<file path="config.mk">
export PLATFORM = sky130hd
export DESIGN_NAME = rse_divider
export DESIGN_NICKNAME = d
export VERILOG_FILES = /design/src/rse_pkg.sv /design/src/rse_divider.sv
export SDC_FILE = /design/constraint.sdc
export NUM_CORES = 1
export LEC_CHECK = 0
export BUFFER_PORTS_ARGS = -buffer_cell sky130_fd_sc_hd__buf_2
export CAP_MARGIN = 20
export CORE_MARGIN = 10
export CORE_UTILIZATION = 45
export CTS_CLUSTER_DIAMETER = 120
export DETAILED_ROUTE_END_ITERATION = 8
export GPL_ROUTABILITY_DRIVEN = 0
export HOLD_SLACK_MARGIN = 0.1
export PLACE_DENSITY = 0.71
export SLEW_MARGIN = 30
export SYNTH_ARGS = -nofsm -noshare
export SYNTH_HDL_FRONTEND = slang
export SYNTH_SLANG_ARGS = --single-unit
</file>
<file path="constraint.sdc">
create_clock -name clk -period 9.35 [get_ports clk]
set_input_delay 1.87 -clock clk [delete_from_list [all_inputs] [get_ports clk]]
set_output_delay 1.87 -clock clk [all_outputs]
set_load 0.005 [all_outputs]
</file>
<file path="src/rse_pkg.sv">
// ----------------------------------------------------------------------------
// rse_pkg
// Shared types and constants of the RPN stack evaluator.
// ----------------------------------------------------------------------------
`default_nettype none

package rse_pkg;

  // Operand width and stack sizing
  localparam int DATA_W      = 32;
  localparam int STACK_DEPTH = 128;
  localparam int PTR_W       = (STACK_DEPTH > 1) ? $clog2(STACK_DEPTH) : 1;
  localparam int CNT_W       = $clog2(STACK_DEPTH + 1);
  localparam int DIV_CNT_W   = $clog2(DATA_W);
  localparam int KIND_W      = 3;
  localparam int STATUS_W    = 3;
  localparam int COUNT_W     = 8;

  // Token kinds; code 7 is unused and handled as an unknown operator
  typedef enum logic [KIND_W-1:0] {
    REQ_PUSH    = 3'd0,
    REQ_ADD     = 3'd1,
    REQ_SUB     = 3'd2,
    REQ_MUL     = 3'd3,
    REQ_DIV     = 3'd4,
    REQ_UNKNOWN = 3'd5,
    REQ_END     = 3'd6
  } req_kind_t;

  // Result status codes
  typedef enum logic [STATUS_W-1:0] {
    ST_OK    = 3'd0,
    ST_UNDER = 3'd1,
    ST_OVER  = 3'd2,
    ST_DIVZ  = 3'd3,
    ST_FINAL = 3'd4,
    ST_FERR  = 3'd5,
    ST_HALT  = 3'd6
  } status_t;

  // Sequencer states
  typedef enum logic [2:0] {
    S_IDLE,
    S_EVAL,
    S_OPER,
    S_DIVW,
    S_RTOP,
    S_DONE
  } state_t;

endpackage

`default_nettype wire

</file>
<file path="src/rse_divider.sv">
// ----------------------------------------------------------------------------
// rse_divider
// Iterative signed divider, one quotient bit per cycle, truncating toward zero.
// ----------------------------------------------------------------------------
`default_nettype none

module rse_divider (
  input  wire                           clk,
  input  wire                           rst,
  input  wire                           start,
  input  wire  [rse_pkg::DATA_W-1:0]    dividend,
  input  wire  [rse_pkg::DATA_W-1:0]    divisor,
  output logic                          done,
  output logic [rse_pkg::DATA_W-1:0]    quotient
);

  logic                            busy;
  logic [rse_pkg::DIV_CNT_W-1:0]   cnt;
  logic [rse_pkg::DATA_W-1:0]      quo;
  logic [rse_pkg::DATA_W-1:0]      rem;
  logic [rse_pkg::DATA_W-1:0]      dvs;
  logic                            neg;
  logic [rse_pkg::DATA_W:0]        rem_sh;
  logic [rse_pkg::DATA_W:0]        diff;
  logic [rse_pkg::DATA_W-1:0]      abs_a;
  logic [rse_pkg::DATA_W-1:0]      abs_b;

  // Magnitudes; the most negative value maps to its unsigned magnitude
  assign abs_a = dividend[rse_pkg::DATA_W-1] ? (~dividend + 1'b1) : dividend;
  assign abs_b = divisor[rse_pkg::DATA_W-1]  ? (~divisor + 1'b1)  : divisor;

  // Shift in the next dividend bit and trial-subtract
  assign rem_sh = {rem, quo[rse_pkg::DATA_W-1]};
  assign diff   = rem_sh - {1'b0, dvs};

  // Control
  always_ff @(posedge clk) begin
    if (rst) begin
      busy <= 1'b0;
      done <= 1'b0;
      cnt  <= '0;
    end else begin
      done <= 1'b0;
      if (start) begin
        busy <= 1'b1;
        cnt  <= '0;
      end else if (busy) begin
        cnt <= cnt + 1'b1;
        if (cnt == rse_pkg::DIV_CNT_W'(rse_pkg::DATA_W - 1)) begin
          busy <= 1'b0;
          done <= 1'b1;
        end
      end
    end
  end

  // Datapath
  always_ff @(posedge clk) begin
    if (start) begin
      quo <= abs_a;
      rem <= '0;
      dvs <= abs_b;
      neg <= dividend[rse_pkg::DATA_W-1] ^ divisor[rse_pkg::DATA_W-1];
    end else if (busy) begin
      if (!diff[rse_pkg::DATA_W]) begin
        rem <= diff[rse_pkg::DATA_W-1:0];
        quo <= {quo[rse_pkg::DATA_W-2:0], 1'b1};
      end else begin
        rem <= rem_sh[rse_pkg::DATA_W-1:0];
        quo <= {quo[rse_pkg::DATA_W-2:0], 1'b0};
      end
    end
  end

  // Apply the sign; the magnitude of min/-1 wraps back to min
  assign quotient = neg ? (~quo + 1'b1) : quo;

endmodule

`default_nettype wire

</file>
Word-level counts from Yosys, hierarchy flattened
Index checks and enable logic that the tools add are counted.
{ "totals": {"reg_bits": 104, "in_bits": 67, "output_inout_bits": 33, "wordCells": 33} }
{ "classes": {"n_addsub": 5, "eq_ne": 1, "mux": 11, "bitwise": 5, "n_reduce_logical": 3} }
{ "ops": {"columns": ["op", "count"], "rows": [
  ["32-bit 2-to-1 mux", 5],
  ["32-bit by 1-bit adder with 32-bit output (second input constant)", 3],
  ["32-bit inverter", 3],
  ["33-bit by 32-bit subtractor with 33-bit output", 1],
  ["31-bit 2-to-1 mux", 1],
  ["5-bit by 1-bit adder with 5-bit output (second input constant)", 1],
  ["5-bit equality test (second input constant)", 1],
  ["1-bit 2-to-1 mux", 5],
  ["3-bit OR reduction", 1],
  ["2-bit nonzero test", 1],
  ["2-bit OR reduction", 1],
  ["1-bit inverter", 1],
  ["1-bit XOR", 1]
]} }

Depth between registers and ports, before layout
Gate-level depths: netlist of the first run.
{ "depth": {"word_depth": 4, "depth_mapped": 13, "ltp_nobuf": 12} }

Worst setup path before layout of the first run
No wires, ideal clock.
{ "synth_timing": {"path_kind": "reg-to-output", "startpoint": "register quo[4] in the netlist's numbering", "endpoint": "output port quotient[28] in the netlist's numbering", "arrival_ns": 3.022, "required_time_ns": 7.480, "slack_ns": 4.458, "path_stages_with_launch": 10, "path_buffers": 0, "path_cell_list": "edfxtp_1 > or2_4 > or4_4 > nand2b_4 > or4_4 > or4_4 > or3_4 > nand2b_4 > o31ai_4 > xnor2_1"} }
{ "synth_via": {"elab_chain_cells": 3} }
{ "synth_rtl": {"columns": ["element", "line", "text"], "rows": [
  ["start, declared", "rse_divider.sv:19", "logic [rse_pkg::DATA_W-1:0] quo;"],
  ["start signal, assigned", "rse_divider.sv:60", "quo <= abs_a;"],
  ["start signal, assigned", "rse_divider.sv:67", "quo <= {quo[rse_pkg::DATA_W-2:0], 1'b1};"],
  ["start signal, assigned", "rse_divider.sv:70", "quo <= {quo[rse_pkg::DATA_W-2:0], 1'b0};"],
  ["32-bit inverter", "rse_divider.sv:76", "assign quotient = neg ? (~quo + 1'b1) : quo;"],
  ["32-bit by 1-bit adder with 32-bit output", "rse_divider.sv:76", null],
  ["32-bit 2-to-1 mux", "rse_divider.sv:76", null],
  ["end, declared", "rse_divider.sv:14", "output logic [rse_pkg::DATA_W-1:0] quotient"]
]} }
Every way passes these cells.

Final worst setup path of the first run
{ "layout_timing": {"startpoint": "register quo[1] in the netlist's numbering", "endpoint": "output port quotient[30] in the netlist's numbering"} }
The elaborated chain is that of the path after synthesis.

==> out/results.ini, run 1 <==
[synthesis]
synth_nets=981
syn_inst=876
syn_area_per_cell_um2=8.83
async_flop_share_pct=0
synth_xor_area_share_pct=13.6
synth_flop_cell=edfxtp_1
syn_area_um2=7740
synth-compound-area-share_pct=18.8
synthSimpleGateAreaFrac_pct=17.8
synth_top_family_by_area=compound AO/OA/AOI/OAI gates
ys_seq_elements=104
yosysSeqAreaShare_pct=35.3
yosysUniqueCellTypes=58
ys_warn_count=0
synth_edf_count=65
synth.mux.area_fraction_pct=3.88
synth_fa_ha_area_share_pct=6.24

[grt]
grt_max_degree=77
antenna_found_initial=0
grtUsageTotal_pct=15.0
grt_pass1_vias=6102
grt-ovfl-total=0
grt_first_pass_wirelength_um=28600

[clock_network]
cts_setup_buffers=0
clkTransAtPathRegs_ns=0.07
post_cts_resized=0
hold_buffers=0
clk_path_buf_depth=2
cts.sinks=104
cts_root_buffer=clkbuf_16
numCtsBuffers=9
htree_levels=3
clk-insertion-delay-late_ns=0.35
cts_tree=yes

[cells_and_area]
nFillCells=1601
layout.cells.non_filler=1175
layout_common_cells=98 x buf_2, 94 x nor2_1, 72 x xnor2_1, 71 x nand2_1
n_antenna_cell=0
fin_area_um2=8700
finalNetCount=1055
utilization_pct=52.1
flow.area_growth_from_synthesis_pct=12.5
layout_commonest_cell=buf_2
layout-drive-gt1-share_pct=14.6
seqCellArea_um2=2730
multi_input_area_um2=4680

[sta]
setup_viol=0
skew_ns=0.0109
max_slew.worst_pin.slew_ns=0.814
rsz0062_at_grt=false
slew_violations=0
period_share_pct=58.9
fmax_mhz=182
period_needed_ns=5.51
slew_headroom_pct=45.8
tns_ns=0
final_hold_viol_count=0

[die]
boundaryPins=100
num_rows=47
die_h_um=151
die_area_um2=22800
coreArea_um2=16700
start_util_pct=46.3
fp.dieW_um=151

[setup_path]
max_stage_delay_ns=0.45
required_ns=7.48
slowest_stage=or4_4
ff2ff_setup_slack_ns=5.20
worstPathArrival_ns=3.64
path_cells=inv_1 -> ha_1 -> nand2b_1 -> or4_4 -> nand2b_4 -> or4_4 -> or4_4 -> or3_4 -> nand2b_4 -> o21ai_1 -> xnor2_1 -> buf_2
critical_path.endpoint_type=primary output
rr_endpoint=rem[1]
startpoint_type=flip-flop
criticalPathCategory=reg2out
critPathBufInv=2
reg2reg_depth=13
crit_fanout=3
startpoint=quo[1]
cp.depth=12
crit_path_end=quotient[30]
r2r-start=quo[31]
path_common_cell=or4_4
crit_family=simple AND/OR/NAND/NOR gates

[outcome]
status=completed

[pwr]
fin_total_pwr_w=0.00141
p_per_area_nw_per_um2=162
peakVddDrop_uv=91.7
leakage_nw=3.62

[detailed_routing]
firstDrtPassIters=4
drc=0
ant_nets=0
vias_per_cell=5.53
dr.first_iter.drc_count=379
dr_total_vias=6496
wire_per_inst_um=14.8
drt_wl_total_um=17400

[place]
dp.cells=1158
hpwl_um=13000
place_area_um2=8380
portBuffers=99

[run]
max_cap_viol_count=0

[hold_path]
hp-class=reg2reg

## synthesized netlist by cell type (2+ instances only)
master    count  area [um2]
or4_1        17         128
o21ai_1       2        10.0
or3_1         6        37.5
nand2b_4      2        27.5
nor4_1        4        25.0
o41ai_1      13         114
clkbuf_1     34         128
and4_1        4        35.0
o21bai_1      4        30.0
a21boi_0      2        15.0
o211ai_1      4        30.0
inv_1        47         176
dfxtp_1      39         781
nand2_1      71         267
a211oi_1     30         225
buf_2         3        15.0
and2_1        4        25.0
mux2i_1      30         300
nand4b_1      2        17.5
a31oi_1       3        18.8
or2_2         4        25.0
o31ai_1      25         188
ha_1         37         463
nand4_1       8        50.1
a21oi_1      65         325
xnor2_1      73         639
a21o_1       17         128
buf_1         2        7.51
a311oi_1      4        35.0
edfxtp_1     65        1950
o311ai_0      2        17.5
and3_1        4        25.0
nor2b_1       5        31.3
nor3_1       12        60.1
or4_4         4        45.0
nand3_1       8        40.0
o21ai_0      46         230
nor4_2        2        25.0
nand2b_1     13        81.3
nor2_1       94         353
a211o_1       2        17.5
xor2_1       47         412
## through the flow
stage                     worst slack (ns)  hold slack, ns
after floorplan                       4.46           0.467
after global placement                4.28           0.484
after detailed placement              4.22           0.493
after CTS                             3.81           0.508
after global routing                  3.68           0.532
final                                 3.84           0.502
## registers in the layout (all words and copies together), names as in the netlist
register,cells
dvs,32
quo,32
rem,32
cnt,5
busy,1
done,1
neg,1
## power breakdown
part / internal [W] / switching (W)
sequential: 0.000542 / 0.0000396
clock: 0.000216 / 0.000172
combinational: 0.000195 / 0.000246
## cell families (layout without fill, tap and decap cells)
group,count (synthesis),after routing
AND/OR/NAND/NOR,271,271
AO/OA/AOI/OAI,226,226
XOR/XNOR,120,120
flip-flops,104,104
buffers and inverters,87,166
adder cells (fa/ha/maj),38,38
multiplexers,30,30
## layer usage
layer	wire, um	GRT usage (%)	share of wire (%)
met1	8540	20.5	49
met3	954	3.07	5.5
met5	0	0	0
met4	176	3.85	1.0
met2	7720	23.7	44
## worst register-to-register path, stage by stage, from the launching register on
cell	delay, ns
edfxtp_1	0.45
inv_1	0.07
ha_1	0.22
fa_1	0.40
nand2b_1	0.19
a21o_1	0.20
a31o_2	0.23
a21oi_1	0.47
a31oi_1	0.19
a21oi_1	0.46
xnor2_2	0.09
buf_4	0.30
or4b_2	0.70
o311ai_0	0.10
## final cells by class
cell class / instances / area share [%]
Multi-Input combinational cell: 685 / 53.8
Sequential cell: 104 / 31.4
Timing Repair Buffer: 103 / 6.11
Tap cell: 220 / 3.16
Clock buffer: 10 / 2.75
Inverter: 47 / 2.03
Clock inverter: 6 / 0.762
## how the worst min path moves through the flow
stage / startpoint / end / slack, ns / cells after the start
after CTS: rem[4] / rem[4] / 0.51 / 2
after detailed placement: cnt[4] / cnt[4] / 0.49 / 2
after floorplan: cnt[4] / cnt[4] / 0.47 / 2
after global routing: rem[11] / rem[11] / 0.53 / 2
final: cnt[4] / cnt[4] / 0.50 / 2
after global placement: cnt[4] / cnt[4] / 0.48 / 2
Power figures use the tool's default switching activity.
==> run 2: changes to the inputs <==
--- a/config.mk
+++ b/config.mk
@@ -5,6 +5,7 @@
 export SDC_FILE = /design/constraint.sdc
 export NUM_CORES = 1
 export LEC_CHECK = 0
+export ABC_AREA = 1
 export BUFFER_PORTS_ARGS = -buffer_cell sky130_fd_sc_hd__buf_2
 export CAP_MARGIN = 20
 export CORE_MARGIN = 10
@@ -13,7 +14,7 @@
 export DETAILED_ROUTE_END_ITERATION = 8
 export GPL_ROUTABILITY_DRIVEN = 0
 export HOLD_SLACK_MARGIN = 0.1
-export PLACE_DENSITY = 0.71
+export PLACE_DENSITY = 0.7
 export SLEW_MARGIN = 30
 export SYNTH_ARGS = -nofsm -noshare
 export SYNTH_HDL_FRONTEND = slang
==> constraint.sdc (replaced) <==
create_clock -name clk -period 5.64 [get_ports clk]
set_input_delay 1.128 -clock clk [delete_from_list [all_inputs] [get_ports clk]]
set_output_delay 1.128 -clock clk [all_outputs]
set_load 0.005 [all_outputs]
==> run 2 against run 1 <==
  * Final area increased by 18%
  * Register-to-register slack got worse by 2.5 ns
  * Flip-flop and latch count unchanged
  * Count of clock-buffer cells in the layout increased by 1
  * Clock power increased by 63%
  * Wire length increased by 44%
  * Largest cell class unchanged
  * Sequential power increased by 57%
  * Critical path depth unchanged
  * Combinational power increased by 14%
  * Core utilization decreased by 1.3 points
==> out/results.ini, run 2 <==
[detailed_routing]
drc=0  ; unchanged
dr.first_iter.drc_count=585  ; +54%
vias_per_cell=4.95  ; -10%
wire_per_inst_um=13.6  ; -8.0%
firstDrtPassIters=5  ; +1
drt_wl_total_um=25100  ; +44%
dr_total_vias=9136  ; +41%
ant_nets=0  ; unchanged

[synthesis]
synth_nets=1586  ; +62%
syn_area_um2=9250  ; +19%
ys_warn_count=0  ; unchanged
synthTopCellsByCount=507 x nand2_1, 275 x inv_1, 125 x nor2_1
yosysUniqueCellTypes=40  ; -31%
synth_edf_count=65  ; unchanged
synth_fa_ha_area_share_pct=5.22  ; -1.0 points
synth_flop_cell=edfxtp_1
synth_top_area_cell=edfxtp_1
synth.mux.area_fraction_pct=0  ; -3.9 points
syn_inst=1481  ; +69%
synth_xor_area_share_pct=8.53  ; -5.1 points
synthTopCellsByArea=edfxtp_1 21%, nand2_1 21%, inv_1 11%, dfxtp_1 8.4%, xor2_1 6.2%
syn_area_per_cell_um2=6.24  ; -29%
yosysMostFrequentCell=nand2_1
synth_top_family_by_area=simple AND/OR/NAND/NOR gates
netlist.area_leader.share_pct=21.1  ; -4.1 points
synthSimpleGateAreaFrac_pct=37.4  ; +20 points
ys_seq_elements=104  ; unchanged
yosysSeqAreaShare_pct=29.6  ; -5.8 points
async_flop_share_pct=0  ; unchanged
synth-compound-area-share_pct=6.27  ; -13 points

[hold_path]
holdPathEnd=cnt[4]
hold_depth=2  ; unchanged
hp-class=reg2reg
holdCritStartpoint=cnt[4]

[sta]
rsz0062_at_grt=false
period_share_pct=65.9
slew_headroom_pct=51.3  ; +5.6 points
final_hold_viol_count=0  ; unchanged
tns_ns=0  ; unchanged
skew_ns=0.0125  ; +0.00159 ns
max_slew.worst_pin.slew_ns=0.730  ; -0.0836 ns
whs_ns=0.471  ; -0.0316 ns
period_needed_ns=3.72
slew_violations=0  ; unchanged
fmax_mhz=269
setup_viol=0  ; unchanged

[cells_and_area]
nFillCells=2061  ; +29%
reg.largest.list=dvs (32), quo (32), rem (32)
flow.area_growth_from_synthesis_pct=11.2
finalNetCount=1673  ; +59%
fin_area_um2=10300  ; +18%
layout-drive-gt1-share_pct=9.35  ; -5.2 points
seqCellArea_um2=2730  ; about the same
layout_commonest_cell=nand2_1
layout_common_cells=507 x nand2_1, 275 x inv_1, 123 x nor2_1, 104 x nand3_1, 99 x buf_2
multi_input_area_um2=5320  ; +14%

[clock_network]
post_cts_resized=0  ; unchanged
htree_levels=3  ; unchanged
clkTransAtPathRegs_ns=0.08  ; about the same
cts.sinks=104  ; unchanged
cts_tree=yes
cts_root_buffer=clkbuf_16
hold_buffers=0  ; unchanged
clk-insertion-delay-late_ns=0.36  ; about the same
numCtsBuffers=9  ; unchanged
cts_setup_buffers=0  ; unchanged
clk_path_buf_depth=2  ; unchanged

[setup_path]
worstPathArrival_ns=2.59  ; -1.05 ns
ff2ff_setup_slack_ns=2.68  ; -2.52 ns
crit_fanout=4  ; +1
required_ns=4.51  ; -2.97 ns
rr_endpoint=rem[0]
startpoint_type=flip-flop
r2r-start=quo[31]
critical_path.endpoint_type=primary output
reg2reg_depth=17  ; +4
criticalPathCategory=reg2out

[die]
start_util_pct=45.7  ; -0.64 points
coreArea_um2=20200  ; +21%
boundaryPins=100  ; unchanged
num_rows=52  ; +11%
fp.dieW_um=163  ; +8.1%
die_area_um2=26700  ; +17%
die_h_um=163  ; +8.1%

[pwr]
p_per_area_nw_per_um2=199  ; +23%
peakVddDrop_uv=124  ; +35%
leakage_nw=5.42  ; +50%

[place]
hpwl_um=20100  ; +55%
portBuffers=99  ; unchanged
place_area_um2=9980  ; +19%

[run]
max_cap_viol_count=0  ; unchanged

[grt]
grt_pass1_vias=8868  ; +45%
grt_max_degree=61  ; -21%
grtUsageTotal_pct=19.0  ; +4.0 points
grt-ovfl-total=0  ; unchanged
grt_first_pass_wirelength_um=41900  ; +46%
antenna_found_initial=3  ; +3

[outcome]
status=completed

run 2: cell types whose count changed in the layout (fill, tap and decap cells not counted), moves of 18 or more:
cell / change
nand2_1: +436
o31ai_1: -24
inv_1: +228
nand3_1: +96
xnor2_1: -47
a211oi_1: -29
nor2_1: +29
mux2i_1: -30
a21oi_1: -38
xor2_1: +18
nor3_1: +18
run 2: layout make-up:
class,count,share of cell area [%]
diodes,2,0.0487
clock buffers,11,2.46
inverters,281,10.3
repair buffers,105,5.26
flip-flops and latches,104,26.6
well taps,270,3.28
clock inverters,5,0.438
multi-input cells,1067,51.7
run 2: where the power goes:
part	internal [W]	switching, W
registers	0.000876	0.0000354
logic	0.000179	0.000325
clock network	0.000332	0.000300
run 2: layer usage:
metal	global-route usage, %	wire length [um]
met1	22.3	11100
met2	33.9	12400
met3	2.82	1080
met4	7.38	616
met5	0	13
run 2: critical path, stage by stage (launching register included):
cell	delay [ns]
edfxtp_1	0.38
inv_1	0.11
ha_1	0.17
nand3_1	0.11
nor3_2	0.27
nand2_1	0.12
nor2_1	0.18
nand2_1	0.17
or2_1	0.27
nand2_1	0.10
nand2_1	0.07
xor2_1	0.14
buf_2	0.13
run 2: stage by stage:
stage	utilization [%]	worst slack, ns	std cells	power [W]
final	50.8	1.92	1845	0.00205
after global placement	49.3	2.45	1827	0.00142
after CTS	50.8	1.94	1843	0.00206
after global routing	50.8	1.68	1844	0.00216
after floorplan	-	2.77	1481	0.00123
after detailed placement	49.3	2.35	1827	0.00143
run 2: how the worst max path moves through the flow:
| stage | startpoint | endpoint | slack, ns | cells after the start |
|---|---|---|---|---|
| global placement | quo[0] | quotient[16] | 2.45 | 12 |
| finish | quo[0] | quotient[16] | 1.92 | 12 |
| CTS | quo[0] | quotient[16] | 1.94 | 12 |
| detailed placement | quo[0] | quotient[16] | 2.35 | 12 |
| floorplan | quo[0] | quotient[16] | 2.77 | 11 |
| global route | quo[1] | quotient[16] | 1.68 | 12 |
run 2: kinds of logic (layout without fill, tap and decap cells):
family          count (synthesis)  after routing
simple gates                  828            828
other cells                     0              2
fa+ha+maj                      38             38
flops                         104            104
xor+xnor                       90             90
compound gates                111            111
buf+inv                       310            402
